File: config.mk
export PLATFORM = sky130hd
export DESIGN_NAME = command_line_argument_splitter_flat
export DESIGN_NICKNAME = d
export VERILOG_FILES = /design/src/design/cla_pkg.sv /design/src/design/cla_in_if.sv /design/src/design/cla_out_if.sv /design/src/design/cla_step.sv /design/src/design/command_line_argument_splitter.sv /design/src/flat_wrapper.sv
export SDC_FILE = /design/constraint.sdc
export NUM_CORES = 1
export LEC_CHECK = 0
export ABC_AREA = 1
export BUFFER_PORTS_ARGS = -buffer_cell sky130_fd_sc_hd__buf_2
export CORE_MARGIN = 2
export CORE_UTILIZATION = 57
export DETAILED_ROUTE_END_ITERATION = 16
export PLACE_DENSITY = 0.79
export SKIP_CTS_REPAIR_TIMING = 1
export SYNTH_ARGS = -nofsm -noshare
export SYNTH_HDL_FRONTEND = slang
export SYNTH_SLANG_ARGS = --single-unit
File: constraint.sdc
create_clock -name clk -period 3.5 [get_ports clk]
set_input_delay 1.05 -clock clk [delete_from_list [all_inputs] [get_ports clk]]
set_output_delay 1.05 -clock clk [all_outputs]
set_load 0.01 [all_outputs]
File: src/design/cla_pkg.sv
//------------------------------------------------------------------------------
// cla_pkg
// Shared types and constants of the argument splitter.
//------------------------------------------------------------------------------
`default_nettype none

package cla_pkg;

  localparam logic [7:0] CH_DQUOTE = 8'h22;
  localparam logic [7:0] CH_SQUOTE = 8'h27;
  localparam logic [7:0] CH_BSLASH = 8'h5C;

  localparam logic KIND_BYTE = 1'b0;
  localparam logic KIND_END  = 1'b1;

  // results one input word can cause
  localparam int unsigned NRES  = 3;
  localparam int unsigned CNT_W = $clog2(NRES + 1);

  typedef enum logic [1:0] {
    Q_NONE   = 2'd0,
    Q_DOUBLE = 2'd1,
    Q_SINGLE = 2'd2
  } quote_t;

  typedef struct packed {
    logic   held;
    quote_t quote;
    logic   arg;
  } state_t;

  typedef struct packed {
    logic [7:0] data;
    logic       kind;
    logic       last;
  } res_t;

  function automatic logic is_ws(input logic [7:0] c);
    return (c == 8'd32) || ((c >= 8'd9) && (c <= 8'd13));
  endfunction

endpackage

`default_nettype wire

File: src/design/cla_in_if.sv
//------------------------------------------------------------------------------
// cla_in_if
// Input channel: one command byte per word.
//------------------------------------------------------------------------------
`default_nettype none

interface cla_in_if;
  logic       valid;
  logic       ready;
  logic [7:0] in_byte;
  logic       is_last;

  modport source (output valid, output in_byte, output is_last, input ready);
  modport sink   (input valid, input in_byte, input is_last, output ready);
endinterface

`default_nettype wire

File: src/design/cla_out_if.sv
//------------------------------------------------------------------------------
// cla_out_if
// Result channel: one argument byte or end marker per word.
//------------------------------------------------------------------------------
`default_nettype none

interface cla_out_if;
  logic       valid;
  logic       ready;
  logic [7:0] out_byte;
  logic       out_kind;
  logic       out_last;

  modport source (output valid, output out_byte, output out_kind, output out_last,
                  input ready);
  modport sink   (input valid, input out_byte, input out_kind, input out_last,
                  output ready);
endinterface

`default_nettype wire

File: src/design/cla_step.sv
//------------------------------------------------------------------------------
// cla_step
// Tokenizer state and the per-byte result list for the current input word.
//------------------------------------------------------------------------------
`default_nettype none

module cla_step
  import cla_pkg::*;
(
  input  wire logic              clk,
  input  wire logic              rst_n,
  input  wire logic              accept,
  input  wire logic              split_only,
  input  wire logic [7:0]        in_byte,
  input  wire logic              is_last,
  output res_t [NRES-1:0]        res,
  output logic [CNT_W-1:0]       res_cnt
);

  state_t           st_r;
  state_t           st_nxt;
  res_t [NRES-1:0]  res_v;
  logic [CNT_W-1:0] n_v;
  logic             esc;
  logic [7:0]       qc;

  always_comb begin
    st_nxt      = st_r;
    st_nxt.held = 1'b0;
    n_v         = '0;
    res_v       = '0;
    esc         = st_r.held && ((in_byte == CH_BSLASH) || (in_byte == CH_DQUOTE));
    qc          = (st_r.quote == Q_DOUBLE) ? CH_DQUOTE : CH_SQUOTE;

    // held backslash
    if (st_r.held && (!esc || split_only)) begin
      st_nxt.arg = 1'b1;
      res_v[n_v] = '{data: CH_BSLASH, kind: KIND_BYTE, last: 1'b0};
      n_v        = n_v + 1'b1;
    end

    if (esc) begin
      if (st_nxt.arg || !is_ws(in_byte)) begin
        st_nxt.arg = 1'b1;
        res_v[n_v] = '{data: in_byte, kind: KIND_BYTE, last: 1'b0};
        n_v        = n_v + 1'b1;
      end
    end else if ((st_r.quote == Q_NONE) &&
                 ((in_byte == CH_DQUOTE) || (in_byte == CH_SQUOTE))) begin
      st_nxt.quote = (in_byte == CH_DQUOTE) ? Q_DOUBLE : Q_SINGLE;
      if (split_only) begin
        st_nxt.arg = 1'b1;
        res_v[n_v] = '{data: in_byte, kind: KIND_BYTE, last: 1'b0};
        n_v        = n_v + 1'b1;
      end
    end else if ((st_r.quote != Q_NONE) && (in_byte == qc)) begin
      st_nxt.quote = Q_NONE;
      if (split_only) begin
        st_nxt.arg = 1'b1;
        res_v[n_v] = '{data: in_byte, kind: KIND_BYTE, last: 1'b0};
        n_v        = n_v + 1'b1;
      end
    end else if ((in_byte == CH_BSLASH) && !is_last) begin
      st_nxt.held = 1'b1;
    end else if ((st_r.quote == Q_NONE) && is_ws(in_byte)) begin
      if (st_nxt.arg) begin
        res_v[n_v] = '{data: 8'd0, kind: KIND_END, last: 1'b0};
        n_v        = n_v + 1'b1;
      end
      st_nxt.arg = 1'b0;
    end else if (st_nxt.arg || !is_ws(in_byte)) begin
      st_nxt.arg = 1'b1;
      res_v[n_v] = '{data: in_byte, kind: KIND_BYTE, last: 1'b0};
      n_v        = n_v + 1'b1;
    end

    // end of string
    if (is_last) begin
      if (st_nxt.arg) begin
        res_v[n_v] = '{data: 8'd0, kind: KIND_END, last: 1'b0};
        n_v        = n_v + 1'b1;
      end
      st_nxt.arg   = 1'b0;
      st_nxt.quote = Q_NONE;
      st_nxt.held  = 1'b0;
    end

    if (n_v != '0) begin
      res_v[n_v - 1'b1].last = 1'b1;
    end
  end

  assign res     = res_v;
  assign res_cnt = n_v;

  always_ff @(posedge clk) begin
    if (!rst_n) begin
      st_r <= '{held: 1'b0, quote: Q_NONE, arg: 1'b0};
    end else if (accept) begin
      st_r <= st_nxt;
    end
  end

endmodule

`default_nettype wire

File: src/design/command_line_argument_splitter.sv
//------------------------------------------------------------------------------
// command_line_argument_splitter
// Streaming shell-style splitter: command bytes in, argument bytes and end
// markers out, through a small result buffer.
//------------------------------------------------------------------------------
// latency: first result of a word is valid the cycle after the word is taken
// throughput: one input word per cycle while each word gives at most one result and the output is ready
// a word that gives k results (k up to 3) holds off input until its last result is being taken
// reset: clears tokenizer state and split_only, and empties the result buffer
//------------------------------------------------------------------------------
`default_nettype none

module command_line_argument_splitter
  import cla_pkg::*;
(
  input  wire logic  clk,
  input  wire logic  rst_n,
  input  wire logic  cfg_we,
  input  wire logic  cfg_wdata,
  cla_in_if.sink     in_ch,
  cla_out_if.source  out_ch
);

  logic             split_only_r;
  res_t [NRES-1:0]  res_r;
  res_t [NRES-1:0]  res_nxt;
  logic [CNT_W-1:0] cnt_r;
  logic [CNT_W-1:0] cnt_nxt;
  res_t [NRES-1:0]  step_res;
  logic [CNT_W-1:0] step_cnt;
  logic             accept;
  logic             pop;

  assign out_ch.valid    = (cnt_r != '0);
  assign pop             = out_ch.valid && out_ch.ready;
  assign in_ch.ready     = (cnt_r == '0) || ((cnt_r == CNT_W'(1)) && out_ch.ready);
  assign accept          = in_ch.valid && in_ch.ready;

  assign out_ch.out_byte = res_r[0].data;
  assign out_ch.out_kind = res_r[0].kind;
  assign out_ch.out_last = res_r[0].last;

  cla_step u_step (
    .clk        (clk),
    .rst_n      (rst_n),
    .accept     (accept),
    .split_only (split_only_r),
    .in_byte    (in_ch.in_byte),
    .is_last    (in_ch.is_last),
    .res        (step_res),
    .res_cnt    (step_cnt)
  );

  always_comb begin
    res_nxt = res_r;
    cnt_nxt = cnt_r;
    if (pop) begin
      for (int i = 0; i < NRES - 1; i++) begin
        res_nxt[i] = res_r[i + 1];
      end
      cnt_nxt = cnt_r - 1'b1;
    end
    if (accept) begin
      res_nxt = step_res;
      cnt_nxt = step_cnt;
    end
  end

  always_ff @(posedge clk) begin
    if (!rst_n) begin
      cnt_r        <= '0;
      split_only_r <= 1'b0;
    end else begin
      cnt_r <= cnt_nxt;
      if (cfg_we) begin
        split_only_r <= cfg_wdata;
      end
    end
  end

  always_ff @(posedge clk) begin
    res_r <= res_nxt;
  end

  // head word of a single-entry buffer closes its input's results
  a_last_single : assert property (@(posedge clk) disable iff (!rst_n)
    (cnt_r == CNT_W'(1)) |-> res_r[0].last)
    else $error("last flag missing on final buffered word");

  // more words pending from the same input means the head is not last
  a_not_last_multi : assert property (@(posedge clk) disable iff (!rst_n)
    (cnt_r > CNT_W'(1)) |-> !res_r[0].last)
    else $error("last flag set before final buffered word");

  // end markers carry a zero byte
  a_end_zero : assert property (@(posedge clk) disable iff (!rst_n)
    (out_ch.valid && (res_r[0].kind == KIND_END)) |-> (res_r[0].data == 8'd0))
    else $error("end marker with nonzero byte");

  // buffer never overflows its depth
  a_cnt_range : assert property (@(posedge clk) disable iff (!rst_n)
    accept |=> (cnt_r <= CNT_W'(NRES)))
    else $error("result buffer count out of range");

endmodule

`default_nettype wire

File: src/flat_wrapper.sv
// flat-port wrapper written by rule: the top's interface ports become plain ports
module command_line_argument_splitter_flat import cla_pkg::*;
  (clk, rst_n, cfg_we, cfg_wdata, in_ch_valid, in_ch_in_byte, in_ch_is_last, in_ch_ready, out_ch_valid, out_ch_out_byte, out_ch_out_kind, out_ch_out_last, out_ch_ready);
  cla_in_if in_ch_i ();
  cla_out_if out_ch_i ();
  input  wire logic clk;
  input  wire logic rst_n;
  input  wire logic cfg_we;
  input  wire logic cfg_wdata;
  input wire logic [$bits(in_ch_i.valid)-1:0] in_ch_valid;
  input wire logic [$bits(in_ch_i.in_byte)-1:0] in_ch_in_byte;
  input wire logic [$bits(in_ch_i.is_last)-1:0] in_ch_is_last;
  output wire logic [$bits(in_ch_i.ready)-1:0] in_ch_ready;
  output wire logic [$bits(out_ch_i.valid)-1:0] out_ch_valid;
  output wire logic [$bits(out_ch_i.out_byte)-1:0] out_ch_out_byte;
  output wire logic [$bits(out_ch_i.out_kind)-1:0] out_ch_out_kind;
  output wire logic [$bits(out_ch_i.out_last)-1:0] out_ch_out_last;
  input wire logic [$bits(out_ch_i.ready)-1:0] out_ch_ready;
  assign in_ch_i.valid = in_ch_valid;
  assign in_ch_i.in_byte = in_ch_in_byte;
  assign in_ch_i.is_last = in_ch_is_last;
  assign in_ch_ready = in_ch_i.ready;
  assign out_ch_valid = out_ch_i.valid;
  assign out_ch_out_byte = out_ch_i.out_byte;
  assign out_ch_out_kind = out_ch_i.out_kind;
  assign out_ch_out_last = out_ch_i.out_last;
  assign out_ch_i.ready = out_ch_ready;
  command_line_argument_splitter u_core (.clk(clk), .rst_n(rst_n), .cfg_we(cfg_we), .cfg_wdata(cfg_wdata), .in_ch(in_ch_i), .out_ch(out_ch_i));
endmodule
* Yosys cells after proc, flatten, opt, wreduce, memory -nomap -nowiden *
Index checks and enable logic that the tools add are counted.

storage, ports and cells
  register bits after elaboration = 37
  input port bits = 15
  word-level logic and storage cells = 121

cells by class
  $add $sub $neg = 4
  magnitude comparators = 8
  equal/unequal tests = 8
  mux-type cells = 51
  bitwise gates (word level) = 6
  reduce and logical (&&, ||, !) cells = 30

operators by type and width
  kind                   number
  $mux W30               11
  $bwmux W30             2
  $demux W10 S2          3
  $not A27 Y27           2
  $mux W20               2
  $mux W2                14
  $and A27 B27 Y27       1
  $and A8 B27 Y27        1
  $eq A8 B6 Y1 const B   3
  $mux W10               2
  $logic_and A1 B1 Y1    13
  $mux W1                12
  $lt A2 B3 Y1 const B   3
  $mux W3                3
  $mux W9                1
  $eq A8 B6 Y1           1
  $eq A8 B7 Y1 const B   1
  $ge A8 B4 Y1 const B   1
  $le A8 B4 Y1 const B   1
  $reduce_bool A2 Y1     4
  $ge A2 B1 Y1 const B   3
  $logic_or A1 B1 Y1     6
  $add A2 B1 Y2 const B  2
  $eq A2 B1 Y1 const B   2
  9 further kinds        13

* Logic depth before layout (Yosys ltp) *
  depth in word-level cells = 25
  mapped depth = 22
  depth with buffers taken out = 22

* Cells and area by module *
A second synthesis with hierarchy kept.

unflattened totals
  cells, all modules = 320
  area total of the unflattened synthesis = 2,524.9 um^2

by module, submodules not included
  module                          times used  cells each  area an instance (um^2)  sequential area each (um^2)
  command_line_argument_splitter  1           133         1,436.4                  960.9
  cla_step                        1           187         1,088.5                  80.1

* Worst setup path after synthesis *
Ideal clock, no wire load.

  path type = input port to flip-flop
  start point = input port in_ch_in_byte[7]
  end point = register u_core.res_r (netlist bit u_core.out_ch.out_last), data pin
  library setup time = 0.254 ns
  arrival = 3.039 ns
  data required time = 3.246 ns
  setup slack = 0.207 ns
  stages on the path = 17
  path buffers = 0
  cell sequence = inv_2 > nand2_1 > nor2_2 > nand2_2 > nand3_2 > nand2_4 > nor2_4 > inv_1 > ha_1 > or2_2 > nand2_1 > inv_1 > ha_1 > nand2_1 > nand3_2 > inv_2 > a21oi_2

RTL lines
  what                  RTL line                              RTL
  start, declared       flat_wrapper.sv:11                    input wire logic [$bits(in_ch_i.in_byte)-1:0] in_ch_in_byte;
  end signal, assigned  command_line_argument_splitter.sv:82  res_r <= res_nxt;
  end, declared         command_line_argument_splitter.sv:25  res_t [NRES-1:0] res_r;

==> impl_metrics.tcl <==
set metrics [dict create \
    port_buffers 26 \
    max_freq_mhz 313 \
    dpl_cell_area_um2 2070 \
    worst_ep_required_time_ns 3.59 \
    worst_pin_slew_ns 0.899 \
    period_share_pct 91.2 \
    final_cell_mix "nand2_1 (71), inv_1 (28), buf_2 (26), nor2_1 (24), edfxtp_1 (22)" \
    die_h_um 61.8 \
    die_area_um2 3820 \
    stdcell_count 327 \
    fin_skew_ns 0.00947 \
    syn_area_um2 1900 \
    routedWlPerCell_um 12.1 \
    initialDrtViolationCount 140 \
    syn_to_final_growth_pct 11.6 \
    grtUsageMet1_pct 30.6 \
    gp_congestion 0.907 \
    grt_antenna_before_repair 0 \
    core_area_um2 3130 \
    cpMostUsedCell "nand2_1" \
    seq_area_frac_synth_pct 42.0 \
    track_usage_pct 23.9 \
    slew_viol_final 0 \
    synth.distinct_cells 29 \
    vdd_ir_drop_max_v 0.000404 \
    hold-path-endpoint "u_core.u_step.st_r[0]" \
    startpoint_type "input port" \
    critPathBufInv 5 \
    grt_use_met3_pct 6.21 \
    ys.flop_type "edfxtp_1" \
    dp_slack_ns -0.0179 \
    vias 1723 \
    ys_seq_elements 29 \
    yosysWarnings 0 \
    final_util_pct 67.9 \
    power_density_nw_per_um2 601 \
    reg2reg_slack_ns 1.06 \
    drtAntennaViolNets 0 \
    overflow 0 \
    hold_violations 0 \
    crit_chain "buf_2 > inv_2 > nand2_1 > nor2_2 > nand2_2 > nand3_2 > nand2_4 > nor2_4 > inv_1 > ha_1 > or2_2 > nand2_1 > inv_1 > ha_1 > nand2_1 > nand3_2 > inv_2 > a21oi_2" \
    dp.cells 319 \
    drive_above_1_share_pct 25.1 \
    rows 20 \
    async_flop_share_pct 0 \
    clockBufferDepth 2 \
    r2r-end "u_core.out_ch.out_last" \
    start_util_pct 60.9 \
    syn_nets 273 \
    pin_count 27 \
    max_stage_delay_ns 0.31 \
    hold_depth 2 \
    slowest_stage "or2_2" \
    grt_pass1_vias 1519 \
    nFillCells 284 \
    fp.dieW_um 61.8 \
    r2r-start "u_core.u_step.st_r[3]" \
    final_common_cell "nand2_1" \
    relSlewSlack_pct 39.9 \
    htreeDepth 2 \
    cts_inserted_buffers 5 \
    crit_start "in_ch_in_byte[7]" \
    crit_arrival_ns 3.28 \
    crit_family "simple AND/OR/NAND/NOR gates" \
    leakage_uw 0.00102 \
    wl_um 3960 \
    drt-pass1-iter-count 4 \
    min_path_type "flip-flop to flip-flop" \
    grt.met2_usage_pct 39.4 \
    period_minus_slack_ns 3.19 \
    setup_viol 0 \
    avgSynthCellArea_um2 7.56 \
    dp_hpwl_um 3060 \
    busiest_layer "met2" \
    cts_tree "done" \
    status "finished, final reports clean" \
    insertion_delay_ns 0.34 \
    root_buffer "clkbuf_4" \
    cts.sink_count 29 \
    path_max_fanout 4 \
    nNetsFinal 303 \
    cap_violations 0 \
    fin_ws_ns 0.309 \
    drc 0 \
    syn_inst 252 \
    grt_max_degree 24 \
    crit_cells 18 \
    hp-start "u_core.u_step.st_r[0]" \
    final_cell_area_um2 2120 \
    critPathCaptureType "flip-flop" \
    clkTransAtPathRegs_ns 0.10 \
    grt_pass1_wl_um 6510 \
    synth_edf_count 22 \
    diodes 0 \
    path_class "input port to flip-flop" \
    reg2regPathDepth 13 \
    viasPerCell 5.27 \
    grt_setup_unrepaired "false" \
]
## cells in the mapped netlist (5+ instances only)
cell type / n / area (um^2)
ha_1: 6 / 75.1
buf_4: 8 / 60.1
inv_1: 28 / 105
nand2_1: 71 / 267
o21ai_0: 9 / 45.0
nand2_2: 6 / 37.5
nand3_1: 12 / 60.1
dfxtp_1: 7 / 140
edfxtp_1: 22 / 661
nor3_1: 9 / 45.0
inv_2: 9 / 33.8
a21oi_1: 8 / 40.0
nand4_1: 5 / 31.3
nor2_1: 24 / 90.1
## worst reg2reg max path, stage by stage, from the launching register on
cell     delay [ns]
dfxtp_1        0.50
nand2_1        0.16
nand2_4        0.13
nor2_4         0.04
inv_1          0.05
ha_1           0.22
or2_2          0.31
nand2_1        0.12
inv_1          0.06
ha_1           0.28
nand2_1        0.10
nand3_2        0.10
inv_2          0.09
a21oi_2        0.03
## cell families (layout without fill, tap and decap cells)
group,after synthesis,in the layout,share of synthesized area (%)
and+or+nand+nor,140,140,33.8
buffers and inverters,47,78,10.9
DFF,29,29,42.0
adders and majority gates,6,6,3.94
AOI/OAI and AO/OA,30,30,9.33
## layer usage
metal	vias up	part of all wire (%)
li1	871	-
met1	777	45
met5	-	0
met3	4	7.6
met4	0	1.3
met2	71	46
## cell type report
class	instances	area, um^2	area share [%]
repair buffers	33	183	8.60
inverters	37	139	6.54
multi-input cells	176	896	42.2
clock buffers	6	41.3	1.94
clock inverters	2	10.0	0.471
flip-flops and latches	29	801	37.7
well taps	44	55.1	2.59
## sequential cells by signal (all words and copies together) (netlist names)
signal and count:
u_core.out_ch.out_byte 8, u_core.out_ch.out_kind 1, u_core.res_r 12, u_core.split_only_r 1, u_core.cnt_r 2, u_core.u_step.st_r 4
u_core.out_ch.out_last 1
## worst max path at each step
stage                                  end  slack [ns]
floorplan           u_core.out_ch.out_last        0.21
global placement    u_core.out_ch.out_last        0.03
detailed placement  u_core.out_ch.out_last       -0.02
CTS                 u_core.out_ch.out_last        0.33
global route        u_core.out_ch.out_last        0.15
finish              u_core.out_ch.out_last        0.31
## through the flow
stage | total power, uW | TNS [ns] | hold WS [ns]
floorplan | 978 | 0 | 0.470
global placement | 1070 | 0 | 0.502
detailed placement | 1090 | -0.0179 | 0.506
CTS | 1280 | 0 | 0.523
global route | 1380 | 0 | 0.537
finish | 1280 | 0 | 0.519
## power breakdown
| part | total (uW) | internal, uW | switching, uW | leakage [uW] |
|---|---|---|---|---|
| sequential | 600 | 559 | 40.8 | 0.000277 |
| combinational | 480 | 158 | 322 | 0.000707 |
| clock | 198 | 76.3 | 122 | 0.0000320 |
| total | 1280 | 793 | 484 | 0.00102 |
(Power assumes the default switching activity.)
